`config.mk`:
```
export PLATFORM = sky130hd
export DESIGN_NAME = key_value_packet_parser_top
export DESIGN_NICKNAME = d
export VERILOG_FILES = /design/src/sv/kvpp_pkg.sv /design/src/sv/kvpp_front.sv /design/src/sv/kvpp_queue.sv /design/src/sv/kvpp_back.sv /design/src/sv/key_value_packet_parser_top.sv
export SDC_FILE = /design/constraint.sdc
export NUM_CORES = 1
export LEC_CHECK = 0
export BUFFER_PORTS_ARGS = -buffer_cell sky130_fd_sc_hd__clkbuf_2
export CAP_MARGIN = 20
export CELL_PAD_IN_SITES_DETAIL_PLACEMENT = 1
export CELL_PAD_IN_SITES_GLOBAL_PLACEMENT = 1
export CORE_ASPECT_RATIO = 0.75
export CORE_MARGIN = 2
export CORE_UTILIZATION = 46
export DETAILED_ROUTE_END_ITERATION = 7
export PLACE_DENSITY = 0.8
export SETUP_SLACK_MARGIN = 0.02
export SYNTH_ARGS = -nofsm -noshare
export SYNTH_HDL_FRONTEND = slang
export SYNTH_HIERARCHICAL = 1
export SYNTH_SLANG_ARGS = --single-unit
```
`constraint.sdc`:
```
create_clock -name clk -period 7.1 [get_ports clk]
set_input_delay 0.355 -clock clk [delete_from_list [all_inputs] [get_ports clk]]
set_output_delay 0.355 -clock clk [all_outputs]
set_load 0.03 [all_outputs]
```
`src/sv/kvpp_pkg.sv`:
```
// kvpp_pkg: shared types and constants of the key/value packet parser
// holds the result kind codes and the run descriptor passed from front to back
// no dependencies
`timescale 1ns / 1ps

package kvpp_pkg;

    // most results one input byte can cause
    localparam int MAX_RESULTS = 4;
    localparam int CNT_W       = $clog2(MAX_RESULTS + 1);
    localparam int SLOT_W      = $clog2(MAX_RESULTS);

    // depth of the queue between parser and result sequencer
    localparam int QUEUE_DEPTH = 4;
    localparam int QPTR_W      = $clog2(QUEUE_DEPTH);
    localparam int QCNT_W      = $clog2(QUEUE_DEPTH + 1);

    // result kind codes
    typedef enum logic [2:0] {
        KIND_KEY   = 3'd0,
        KIND_BYTE  = 3'd1,
        KIND_DONE  = 3'd2,
        KIND_BAD   = 3'd3,
        KIND_END   = 3'd4
    } kvpp_kind_t;

    // one pending result
    typedef struct packed {
        kvpp_kind_t  kind;
        logic [7:0]  value;
    } kvpp_slot_t;

    // all results caused by one input byte
    typedef struct packed {
        logic [CNT_W-1:0]                count;
        logic signed [31:0]              key;
        kvpp_slot_t [MAX_RESULTS-1:0]    slots;
    } kvpp_run_t;

endpackage

```
`src/sv/kvpp_front.sv`:
```
// kvpp_front: byte parser, classifies each input byte and builds its result run
// holds the per-packet parse state (phase, marker, key accumulator)
// depends on kvpp_pkg
`timescale 1ns / 1ps

module kvpp_front #(
    parameter int KEY_BUFFER_BYTES = 64
) (
    input  logic                clk,
    input  logic                rst_n,
    input  logic                accept,
    input  logic [7:0]          data_byte,
    input  logic                end_of_packet,
    output kvpp_pkg::kvpp_run_t run,
    output logic                push
);

    localparam int LEN_W = $clog2(KEY_BUFFER_BYTES);
    localparam logic [LEN_W-1:0] LEN_SAT = LEN_W'(KEY_BUFFER_BYTES - 1);
    localparam logic [LEN_W-1:0] LEN_OK  = LEN_W'(KEY_BUFFER_BYTES - 2);

    localparam logic [7:0] BYTE_NUL     = 8'h00;
    localparam logic [7:0] BYTE_SOH     = 8'h01;
    localparam logic [7:0] BYTE_NINE    = 8'h39;
    localparam logic [7:0] BYTE_MARK_HI = 8'hC0;
    localparam logic [7:0] BYTE_MARK_LO = 8'h80;
    localparam logic [31:0] MAG_CAP     = 32'h8000_0000;
    localparam logic [31:0] POS_MAX     = 32'h7FFF_FFFF;

    typedef enum logic [2:0] {
        PH_START,
        PH_KEY,
        PH_VALUE,
        PH_SKIPM,
        PH_SKIP2,
        PH_IGNORE
    } phase_t;

    typedef enum logic [1:0] {
        NP_SPACE,
        NP_SIGN,
        NP_DIGITS,
        NP_DONE
    } num_phase_t;

    typedef struct packed {
        logic [LEN_W-1:0] len;
        logic [31:0]      acc;
        num_phase_t       np;
        logic             neg;
    } key_st_t;

    phase_t           phase_reg, phase_next;
    logic             pending_reg, pending_next;
    key_st_t          key_reg, key_next;
    logic             nine_reg, nine_next;
    logic             first_reg, first_next;
    logic [1:0]       skip_reg, skip_next;
    logic             soh_reg, soh_next;

    key_st_t          take_in, take_out;
    logic [LEN_W-1:0] len_c0;
    logic [31:0]      key_val;
    logic             nine_v;
    logic             stop;

    // saturating key length count
    function automatic logic [LEN_W-1:0] sat_inc(input logic [LEN_W-1:0] len);
        return (len == LEN_SAT) ? len : len + LEN_W'(1);
    endfunction

    // append one result to a run
    function automatic kvpp_pkg::kvpp_run_t add_result(
        input kvpp_pkg::kvpp_run_t r,
        input kvpp_pkg::kvpp_kind_t kind,
        input logic [7:0] value
    );
        kvpp_pkg::kvpp_run_t o;
        o = r;
        o.slots[r.count[kvpp_pkg::SLOT_W-1:0]].kind  = kind;
        o.slots[r.count[kvpp_pkg::SLOT_W-1:0]].value = value;
        o.count = r.count + kvpp_pkg::CNT_W'(1);
        return o;
    endfunction

    // one key byte into the strtol-style number reader
    function automatic key_st_t key_take(input key_st_t s, input logic [7:0] b);
        key_st_t     r;
        logic        digit;
        logic        blank;
        logic [35:0] t;
        r     = s;
        digit = (b >= 8'h30) && (b <= 8'h39);
        blank = (b == 8'h20) || ((b >= 8'h09) && (b <= 8'h0D));
        t     = ({4'b0, s.acc} << 3) + ({4'b0, s.acc} << 1) + {32'b0, b[3:0]};
        r.len = sat_inc(s.len);
        unique case (s.np)
            NP_SPACE:
            begin
                if (blank)
                begin
                    r.np = NP_SPACE;
                end
                else if (b == 8'h2B)
                begin
                    r.np = NP_SIGN;
                end
                else if (b == 8'h2D)
                begin
                    r.neg = 1'b1;
                    r.np  = NP_SIGN;
                end
                else if (digit)
                begin
                    r.acc = {28'b0, b[3:0]};
                    r.np  = NP_DIGITS;
                end
                else
                begin
                    r.np = NP_DONE;
                end
            end
            NP_SIGN:
            begin
                if (digit)
                begin
                    r.acc = {28'b0, b[3:0]};
                    r.np  = NP_DIGITS;
                end
                else
                begin
                    r.np = NP_DONE;
                end
            end
            NP_DIGITS:
            begin
                if (digit)
                begin
                    r.acc = (t > {4'b0, MAG_CAP}) ? MAG_CAP : t[31:0];
                end
                else
                begin
                    r.np = NP_DONE;
                end
            end
            NP_DONE:
            begin
                r.np = NP_DONE;
            end
            default:
            begin
                r.np = NP_DONE;
            end
        endcase
        return r;
    endfunction

    // number reader input: fresh state at a key start, else the held state
    always_comb
    begin
        if (phase_reg == PH_START)
        begin
            take_in = '{len: '0, acc: '0, np: NP_SPACE, neg: 1'b0};
        end
        else
        begin
            take_in = key_reg;
        end
        take_out = key_take(take_in, data_byte);
        len_c0   = sat_inc(key_reg.len);
    end

    // saturated signed key from the held magnitude
    always_comb
    begin
        if (key_reg.neg)
        begin
            key_val = (key_reg.acc >= MAG_CAP) ? MAG_CAP : (32'd0 - key_reg.acc);
        end
        else
        begin
            key_val = (key_reg.acc >= MAG_CAP) ? POS_MAX : key_reg.acc;
        end
    end

    // next parse state and the result run of this byte
    always_comb
    begin
        phase_next   = phase_reg;
        pending_next = pending_reg;
        key_next     = key_reg;
        skip_next    = skip_reg;
        soh_next     = soh_reg;
        nine_v       = first_reg ? (data_byte == BYTE_NINE) : nine_reg;
        nine_next    = nine_v;
        first_next   = 1'b0;
        stop         = 1'b0;
        run          = '0;

        unique case (phase_reg)
            PH_START:
            begin
                if (!end_of_packet)
                begin
                    soh_next = 1'b0;
                    if (!(soh_reg && nine_v && (data_byte == BYTE_SOH)))
                    begin
                        pending_next = 1'b0;
                        if (data_byte == BYTE_NUL)
                        begin
                            phase_next = PH_SKIPM;
                        end
                        else
                        begin
                            phase_next = PH_KEY;
                            key_next   = take_in;
                            if (data_byte == BYTE_MARK_HI)
                            begin
                                pending_next = 1'b1;
                            end
                            else
                            begin
                                key_next = take_out;
                            end
                        end
                    end
                end
            end
            PH_KEY:
            begin
                if (pending_reg && (data_byte == BYTE_MARK_LO))
                begin
                    // key closed by its marker
                    pending_next = 1'b0;
                    if ((key_reg.len >= LEN_W'(1)) && (key_reg.len <= LEN_OK))
                    begin
                        run        = add_result(run, kvpp_pkg::KIND_KEY, 8'h00);
                        run.key    = key_val;
                        phase_next = PH_VALUE;
                    end
                    else
                    begin
                        phase_next = PH_SKIP2;
                        skip_next  = 2'd2;
                    end
                end
                else if (pending_reg)
                begin
                    // held C0 was an ordinary byte and ends the number
                    key_next.np = NP_DONE;
                    if (data_byte == BYTE_MARK_HI)
                    begin
                        key_next.len = len_c0;
                        pending_next = 1'b1;
                    end
                    else
                    begin
                        key_next.len = sat_inc(len_c0);
                        pending_next = 1'b0;
                    end
                end
                else if (data_byte == BYTE_MARK_HI)
                begin
                    pending_next = 1'b1;
                end
                else
                begin
                    key_next = take_out;
                end
            end
            PH_VALUE:
            begin
                if (pending_reg)
                begin
                    pending_next = 1'b0;
                    if (data_byte == BYTE_MARK_LO)
                    begin
                        run        = add_result(run, kvpp_pkg::KIND_DONE, 8'h00);
                        phase_next = PH_START;
                        soh_next   = 1'b1;
                        stop       = 1'b1;
                    end
                    else
                    begin
                        run = add_result(run, kvpp_pkg::KIND_BYTE, BYTE_MARK_HI);
                    end
                end
                if (!stop)
                begin
                    if (data_byte == BYTE_NUL)
                    begin
                        run        = add_result(run, kvpp_pkg::KIND_BAD, 8'h00);
                        phase_next = PH_IGNORE;
                    end
                    else if (data_byte == BYTE_MARK_HI)
                    begin
                        pending_next = 1'b1;
                    end
                    else
                    begin
                        run = add_result(run, kvpp_pkg::KIND_BYTE, data_byte);
                    end
                end
            end
            PH_SKIPM:
            begin
                if (pending_reg && (data_byte == BYTE_MARK_LO))
                begin
                    pending_next = 1'b0;
                    phase_next   = PH_START;
                    soh_next     = 1'b0;
                end
                else
                begin
                    pending_next = (data_byte == BYTE_MARK_HI);
                end
            end
            PH_SKIP2:
            begin
                if (skip_reg <= 2'd1)
                begin
                    skip_next  = 2'd0;
                    phase_next = PH_START;
                    soh_next   = 1'b1;
                end
                else
                begin
                    skip_next = skip_reg - 2'd1;
                end
            end
            PH_IGNORE:
            begin
                phase_next = PH_IGNORE;
            end
            default:
            begin
                phase_next = PH_IGNORE;
            end
        endcase

        // packet end closes an open value and resets per-packet state
        if (end_of_packet)
        begin
            if (phase_next == PH_VALUE)
            begin
                if (pending_next)
                begin
                    run = add_result(run, kvpp_pkg::KIND_BYTE, BYTE_MARK_HI);
                end
                run = add_result(run, kvpp_pkg::KIND_BAD, 8'h00);
            end
            run          = add_result(run, kvpp_pkg::KIND_END, 8'h00);
            phase_next   = PH_START;
            pending_next = 1'b0;
            key_next     = '{len: '0, acc: '0, np: NP_SPACE, neg: 1'b0};
            nine_next    = 1'b0;
            first_next   = 1'b1;
            skip_next    = 2'd0;
            soh_next     = 1'b0;
        end
    end

    assign push = accept && (run.count != '0);

    // parse state registers
    always_ff @(posedge clk or negedge rst_n)
    begin
        if (!rst_n)
        begin
            phase_reg   <= PH_START;
            pending_reg <= 1'b0;
            key_reg     <= '{len: '0, acc: '0, np: NP_SPACE, neg: 1'b0};
            nine_reg    <= 1'b0;
            first_reg   <= 1'b1;
            skip_reg    <= 2'd0;
            soh_reg     <= 1'b0;
        end
        else if (accept)
        begin
            phase_reg   <= phase_next;
            pending_reg <= pending_next;
            key_reg     <= key_next;
            nine_reg    <= nine_next;
            first_reg   <= first_next;
            skip_reg    <= skip_next;
            soh_reg     <= soh_next;
        end
    end

endmodule

```
`src/sv/kvpp_queue.sv`:
```
// kvpp_queue: small fifo of result runs between parser and sequencer
// register array with read and write pointers and an entry count
// depends on kvpp_pkg
`timescale 1ns / 1ps

module kvpp_queue (
    input  logic                clk,
    input  logic                rst_n,
    input  logic                push,
    input  kvpp_pkg::kvpp_run_t push_run,
    input  logic                pop,
    output kvpp_pkg::kvpp_run_t head_run,
    output logic                head_valid,
    output logic                full
);

    kvpp_pkg::kvpp_run_t             entry_reg [kvpp_pkg::QUEUE_DEPTH];
    logic [kvpp_pkg::QPTR_W-1:0]     wr_ptr_reg, rd_ptr_reg;
    logic [kvpp_pkg::QCNT_W-1:0]     count_reg, count_next;

    assign head_run   = entry_reg[rd_ptr_reg];
    assign head_valid = (count_reg != '0);
    assign full       = (count_reg == kvpp_pkg::QCNT_W'(kvpp_pkg::QUEUE_DEPTH));

    // entry count
    always_comb
    begin
        count_next = count_reg;
        if (push && !pop)
        begin
            count_next = count_reg + kvpp_pkg::QCNT_W'(1);
        end
        else if (pop && !push)
        begin
            count_next = count_reg - kvpp_pkg::QCNT_W'(1);
        end
    end

    // pointers and count
    always_ff @(posedge clk or negedge rst_n)
    begin
        if (!rst_n)
        begin
            wr_ptr_reg <= '0;
            rd_ptr_reg <= '0;
            count_reg  <= '0;
        end
        else
        begin
            if (push)
            begin
                wr_ptr_reg <= wr_ptr_reg + kvpp_pkg::QPTR_W'(1);
            end
            if (pop)
            begin
                rd_ptr_reg <= rd_ptr_reg + kvpp_pkg::QPTR_W'(1);
            end
            count_reg <= count_next;
        end
    end

    // storage
    always_ff @(posedge clk)
    begin
        if (push)
        begin
            entry_reg[wr_ptr_reg] <= push_run;
        end
    end

endmodule

```
`src/sv/kvpp_back.sv`:
```
// kvpp_back: result sequencer, sends queued results one per cycle unless stalled
// output register with valid and stall, marks the last result of a run
// depends on kvpp_pkg
`timescale 1ns / 1ps

module kvpp_back (
    input  logic                clk,
    input  logic                rst_n,
    input  kvpp_pkg::kvpp_run_t head_run,
    input  logic                head_valid,
    output logic                pop,
    output logic                out_valid,
    input  logic                out_stall,
    output logic [2:0]          result_kind,
    output logic signed [31:0]  key_number,
    output logic [7:0]          value_byte,
    output logic                last_of_run
);

    logic                          valid_reg;
    kvpp_pkg::kvpp_kind_t          kind_reg;
    logic signed [31:0]            key_reg;
    logic [7:0]                    byte_reg;
    logic                          last_reg;
    logic [kvpp_pkg::SLOT_W-1:0]   idx_reg;

    logic                          load;
    logic                          is_last;
    kvpp_pkg::kvpp_slot_t          slot;

    assign load    = !valid_reg || !out_stall;
    assign slot    = head_run.slots[idx_reg];
    assign is_last = ({1'b0, idx_reg} + kvpp_pkg::CNT_W'(1)) == head_run.count;
    assign pop     = load && head_valid && is_last;

    // slot index within the head run
    always_ff @(posedge clk or negedge rst_n)
    begin
        if (!rst_n)
        begin
            idx_reg   <= '0;
            valid_reg <= 1'b0;
        end
        else if (load)
        begin
            valid_reg <= head_valid;
            if (head_valid)
            begin
                idx_reg <= is_last ? '0 : idx_reg + kvpp_pkg::SLOT_W'(1);
            end
        end
    end

    // result payload
    always_ff @(posedge clk)
    begin
        if (load && head_valid)
        begin
            kind_reg <= slot.kind;
            key_reg  <= (slot.kind == kvpp_pkg::KIND_KEY) ? head_run.key : 32'sd0;
            byte_reg <= slot.value;
            last_reg <= is_last;
        end
    end

    assign out_valid   = valid_reg;
    assign result_kind = kind_reg;
    assign key_number  = key_reg;
    assign value_byte  = byte_reg;
    assign last_of_run = last_reg;

endmodule

```
`src/sv/key_value_packet_parser_top.sv`:
```
// key_value_packet_parser_top: streaming key/value packet parser
// parser front, run queue and result sequencer
// depends on kvpp_pkg, kvpp_front, kvpp_queue, kvpp_back
//
//  channel | signals                                              | direction
//  --------+------------------------------------------------------+----------
//  input   | in_valid, in_stall, data_byte, end_of_packet         | in
//  result  | out_valid, out_stall, result_kind, key_number,       | out
//          | value_byte, last_of_run                              |
//
// a byte a cycle is parsed unless stalled; its 0 to 4 results go to a 4-deep queue
// results leave one a cycle while out_stall is low
// in_stall is high only while the run queue is full
// reset is asynchronous and returns the parser to the start of a packet
// a result waiting on out_stall holds; parsing continues until the queue fills
`timescale 1ns / 1ps

module key_value_packet_parser_top #(
    parameter int KEY_BUFFER_BYTES = 64
) (
    input  logic               clk,
    input  logic               rst_n,
    input  logic               in_valid,
    output logic               in_stall,
    input  logic [7:0]         data_byte,
    input  logic               end_of_packet,
    output logic               out_valid,
    input  logic               out_stall,
    output logic [2:0]         result_kind,
    output logic signed [31:0] key_number,
    output logic [7:0]         value_byte,
    output logic               last_of_run
);

    kvpp_pkg::kvpp_run_t push_run, head_run;
    logic                push, pop, head_valid, full, accept;

    // input request accepted when valid and not stalled
    assign accept   = in_valid && !full;
    assign in_stall = full;

    kvpp_front #(
        .KEY_BUFFER_BYTES (KEY_BUFFER_BYTES)
    ) u_front (
        .clk           (clk),
        .rst_n         (rst_n),
        .accept        (accept),
        .data_byte     (data_byte),
        .end_of_packet (end_of_packet),
        .run           (push_run),
        .push          (push)
    );

    kvpp_queue u_queue (
        .clk        (clk),
        .rst_n      (rst_n),
        .push       (push),
        .push_run   (push_run),
        .pop        (pop),
        .head_run   (head_run),
        .head_valid (head_valid),
        .full       (full)
    );

    kvpp_back u_back (
        .clk         (clk),
        .rst_n       (rst_n),
        .head_run    (head_run),
        .head_valid  (head_valid),
        .pop         (pop),
        .out_valid   (out_valid),
        .out_stall   (out_stall),
        .result_kind (result_kind),
        .key_number  (key_number),
        .value_byte  (value_byte),
        .last_of_run (last_of_run)
    );

endmodule
```
-- Yosys cells after proc, flatten, opt, wreduce, memory -nomap -nowiden
Memory sizes are Yosys's and may differ from the RTL's.
Cells that the tools add are included.
- bits in registers: 104
- ROM bits: 0
- input bits: 13
- bits in latches: 0
- logic and storage cells: 248
- memories kept: 1
- RAM bits: 316
- output and inout bits: 46
- memory list (memory ; words ; bits a word ; rd ports ; clocked after Yosys merged registers in ; wr ports ; line ; RTL):
    u_queue.entry_reg ; 4 ; 79 ; 1 ; 0 ; 1 ; kvpp_queue.sv:17 ; kvpp_pkg::kvpp_run_t entry_reg [kvpp_pkg::QUEUE_DEPTH];
- $lt $le $gt $ge: 18
- bitwise gates (word level): 0
- multiply operators: 0
- reduce and logical (&&, ||, !) cells: 38
- equal/unequal tests: 32
- divide/modulo/power cells: 0
- mux-type cells: 123
- $add $sub $neg: 17
- shift operators: 0
- operators by type and width (kind ; number):
    79-bit 2-to-1 mux ; 12
    44-bit bitwise mux ; 10
    32-bit 2-to-1 mux ; 10
    41-bit 2-to-1 mux ; 7
    11-bit demux with 2-bit select ; 8
    79-bit case mux with 2 select lines ; 1
    32-bit case mux with 3 select lines ; 1
    41-bit case mux with 2 select lines ; 1
    77-bit 2-to-1 mux ; 1
    11-bit 2-to-1 mux ; 5
    3-bit 2-to-1 mux ; 13
    35-bit by 33-bit adder with 36-bit output ; 1
    36-bit by 4-bit adder with 36-bit output ; 1
    36-bit by 32-bit greater-than comparator with 1-bit output (second input constant) ; 1
    8-bit by 6-bit == test with 1-bit output (second input constant) ; 4
    32-bit greater-or-equal comparator (second input constant) ; 1
    8-bit 2-to-1 mux ; 4
    1-bit by 32-bit subtractor with 32-bit output (first input constant) ; 1
    6-bit 2-to-1 mux ; 5
    1-bit 2-to-1 mux ; 27
    11-bit binary-select mux with 2-bit select ; 1
    2-bit 2-to-1 mux ; 11
    6-bit by 1-bit adder with 6-bit output (second input constant) ; 3
    6-bit == test (second input constant) ; 3
    other kinds (43) ; 96

-- Longest topological paths before layout
- depth in word-level cells: 44
- gate-level depth with buffers: 26
- depth with buffers taken out: 24

-- Cells and area by module
The synthesis kept the hierarchy.
- by module, submodules not included (module ; area an instance (um2) ; seq. area each (um2) ; cells each ; instances):
    kvpp_queue ; 11875.1 ; 9664.3 ; 447 ; 1
    kvpp_front ; 8050.2 ; 1252.5 ; 1131 ; 1
    kvpp_back ; 2003.2 ; 1396.3 ; 110 ; 1
    key_value_packet_parser_top ; 13.8 ; 0.0 ; 1 ; 1

-- Least setup slack after synthesis
OpenSTA, ideal clock, no wires.
- kind: input to register
- start point: input port data_byte[3]
- end point: memory u_queue/entry_reg[1][0] (netlist name) (enable)
- stages: 21
- path slack: 0.807 ns
- arrival time: 5.847 ns
- path buffers: 2
- cell sequence: clkbuf_1 nor3_1 and4b_1 and2_1 clkbuf_1 inv_1 ha_1 nand3_1 nand2_1 nor2_1 ha_1 a21oi_1 ha_1 nor2_1 nor2_1 inv_1 ha_1 xnor2_1 and2_1 o31a_1 and2_1
- RTL lines (what ; line ; RTL):
    from (decl) ; key_value_packet_parser_top.sv:25 ; input logic [7:0] data_byte,
    to (decl) ; kvpp_queue.sv:17 ;

==> impl_results.md <==
* Chip Width at 256.2 microns
* Worst-Margin Slew at 1166 ps
* Cell Rows at 69
* Worst Hold Class: input port to async pin
* Leak Pwr at 8.829 nW
* Slew margin rel. at 21.65%
* Synth Area in Compound Gates at 10.47%
* Largest net degree at the start of global routing at 61
* Number of synthesized flops with an enable pin at 360
* Max FFs per register at 316
* Clock buffer depth at 3
* Vias in the first global route at 15126
* R2r startpoint: u_front/phase_reg[1]
* Max rail drop VDD at 0.3051 mV
* Synth Area in XOR/XNOR at 2.754%
* Failing checks: negative hold slack
* Routed wire length at 59760 microns
* Hold_ws at -50.03 ps
* Final nets at 1838
* RSZ-0062 raised after global routing: no
* CP max-delay cell: dfrtp_1
* Adder-cell share of the synthesized area at 5.429%
* Yosys warns at 6
* Area grow syn2layout at 9.540%
* Crit Path Max Fanout at 37
* Ys flop type: edfxtp_1
* Total die area at 49480 sq um
* Distinct cell type count after synthesis at 93
* Residual DRC at 0
* Max Clock Freq at 171.4 MHz
* DR iter-0 viols at 1514
* Global route overflow at 0
* Number of detailed-route iterations in the first pass at 6
* Sequential Area at 12320 sq um
* Crit start category: register
* Top delay family on crit path: simple AND/OR/NAND/NOR gates
* Routability Congestion at 0.8815
* Setup TNS at 0 ps
* Reg2reg setup slack at 1270 ps
* Clk_lat worst skew at 560 ps
* Max_cap viols at 0
* Cell mode on critical path: nor2_1
* Fill cells at 4814
* Leading cell type in the layout, fill and taps excluded: edfxtp_1
* Sink Count at 420
* Status: finished with violations
* Ys async rst share at 14.29%
* CP bufs+invs at 3
* Core ar. at 47220 sq um
* Global-route wire length before repair at 92400 microns
* Routed via count at 14696
* IO buf count at 58
* Syn avg cell area at 12.99 sq um
* Mux cell area share after synthesis at 9.757%
* Total CTS buffers at 40
* Root Driver: clkbuf_16
* HPWL Detailed at 40360 microns
* Die Span Y at 193.1 microns
* Area taken by multi-input logic gates at 8892 sq um
* Sequential area share after synthesis at 56.12%
* CTS tree: built
* Final setup skew at 17.89 ps
* Final setup viols at 0
* Post-cts sizing count at 0
* Synth Register Bits at 420
* Via density at 6.118
* Crit path DAT at 6060 ps
* Gr usage total at 24.12%
* Pwr Density at 350.7 nW/um^2
* H-tree depth at 2
* Final antenna-violating net count at 0
* Final Max Slew Viols at 0
* Antenna violations before repair at 3
* Layout cells sized above 1 at 17.08%
* Simple-Gate Fraction of Synth Area at 11.76%
* Final worst path period share at 82.17%
* Final core utilization at 50.90%
* I/O pin total at 59
* Routed len/inst at 24.88 microns
* WP data required at 7330 ps
* Final Hold Vio Count at 16
* Post-Syn Area at 21940 sq um
* Largest family of logic cells by synthesized area: simple AND/OR/NAND/NOR gates
* Most frequent cells in the layout: edfxtp_1 (360), nor2_1 (139), nand2_1 (129)
* Syn Inst Count at 1689
* CP Class: register to register
* Critical Path End Type: register
* Final Critical Period at 5834 ps
* Clock-pin slew on the worst setup and hold paths at 70 ps
* Max incr delay on CP at 690 ps
* CP Launch Point: u_front/phase_reg[1]
* Initial Util at 46.46%
* Post CTS Setup Buffer Count at 0
* CP cell instances: nor2_1 > nand2_1 > nor2_1 > nand3_1 > buf_4 > nand2_1 > nor2_1 > ha_1 > a21oi_1 > ha_1 > nor2_1 > nor2_1 > inv_1 > ha_1 > xnor2_1 > and2_1 > o31a_1 > and2_4 > buf_4
* # hold bufs at CTS at 0
-- worst paths after layout --
check                                                end  cells past startpoint
worst max-delay path            u_queue/entry_reg[0][73]                     19
worst min-delay path               u_queue/wr_ptr_reg[1]                      2
worst max register to register  u_queue/entry_reg[0][73]                     19
worst min register to register      u_queue/count_reg[2]                      1
max in group asynchronous          u_queue/rd_ptr_reg[0]                      2
min in group clk                        u_back/out_valid                      2
-- worst reg2reg max path, stage by stage, from the launching register on --
cell and delay [ps]:
dfrtp_1 690, nor2_1 120, nand2_1 130, nor2_1 190, nand3_1 150, buf_4 380, nand2_1 120, nor2_1 440
ha_1 340, a21oi_1 280, ha_1 290, nor2_1 100, nor2_1 80, inv_1 100, ha_1 270, xnor2_1 140
and2_1 220, o31a_1 380, and2_4 640, buf_4 460
-- synthesized netlist by cell type (15+ instances only) --
master / count / share of area [%]
nor2_1: 139 / 2.4
clkbuf_1: 51 / 0.87
dfrtp_1: 59 / 6.7
o21ai_0: 78 / 1.8
a31oi_1: 16 / 0.46
edfxtp_1: 360 / 49
nor3_1: 32 / 0.73
or3_1: 18 / 0.51
nor2b_1: 38 / 1.1
ha_1: 92 / 5.2
nand2_1: 129 / 2.2
nand3_1: 26 / 0.59
buf_4: 16 / 0.55
o22ai_1: 23 / 0.66
mux4_2: 90 / 9.2
xor2_1: 31 / 1.2
and2_1: 52 / 1.5
xnor2_1: 38 / 1.5
a21oi_1: 88 / 2.0
inv_1: 42 / 0.72
o31ai_1: 15 / 0.51
o21ai_2: 22 / 0.88
-- routing by layer --
| layer | vias to the layer above | global-route usage (%) | part of all wire (%) |
|---|---|---|---|
| li1 | 6498 | - | - |
| met3 | 98 | 4.078 | 6.8 |
| met5 | - | 0 | 0.038 |
| met2 | 571 | 38.88 | 48 |
| met4 | 4 | 6.500 | 2.0 |
| met1 | 7525 | 34.14 | 44 |
-- per-stage QoR --
| stage | setup slack (ps) | power [mW] | std cells | instance area, sq um |
|---|---|---|---|---|
| detailed placement | 891.5 | 6.204 | 2325 | 22690 |
| finish | 1266 | 8.430 | 2402 | 24040 |
| global placement | 1233 | 6.090 | 2323 | 22670 |
| floorplan | 806.8 | 5.498 | 1700 | 21980 |
| CTS | 1333 | 8.433 | 2398 | 23990 |
| global route | 918.3 | 8.788 | 2402 | 24040 |
-- logic make-up after synthesis --
logic type	Yosys count
muxes	101
buffers and inverters	141
xor gates and xnor gates	69
DFF	420
AOI/OAI and AO/OA	346
and+or+nand+nor	517
adders and majority gates	94
other	1
-- power by group --
group | leakage, nW | switching, mW | internal [mW] | total [mW]
Sequential | 4.14 | 0.299 | 3.15 | 3.45
Combinational | 4.06 | 1.69 | 1.08 | 2.77
Clock | 0.632 | 0.964 | 1.24 | 2.20
Total | 8.83 | 2.96 | 5.47 | 8.43
-- area by class of cell --
| class | count | share of cell area, % |
|---|---|---|
| diodes | 1 | 0.01041 |
| clock buffers | 50 | 4.362 |
| clock inverters | 23 | 1.062 |
| inverters | 42 | 0.6559 |
| multi-input cells | 1139 | 37.00 |
| flip-flops and latches | 420 | 51.26 |
| well taps | 639 | 3.326 |
| repair buffers | 88 | 2.327 |
Power figures use the tool's default switching activity.
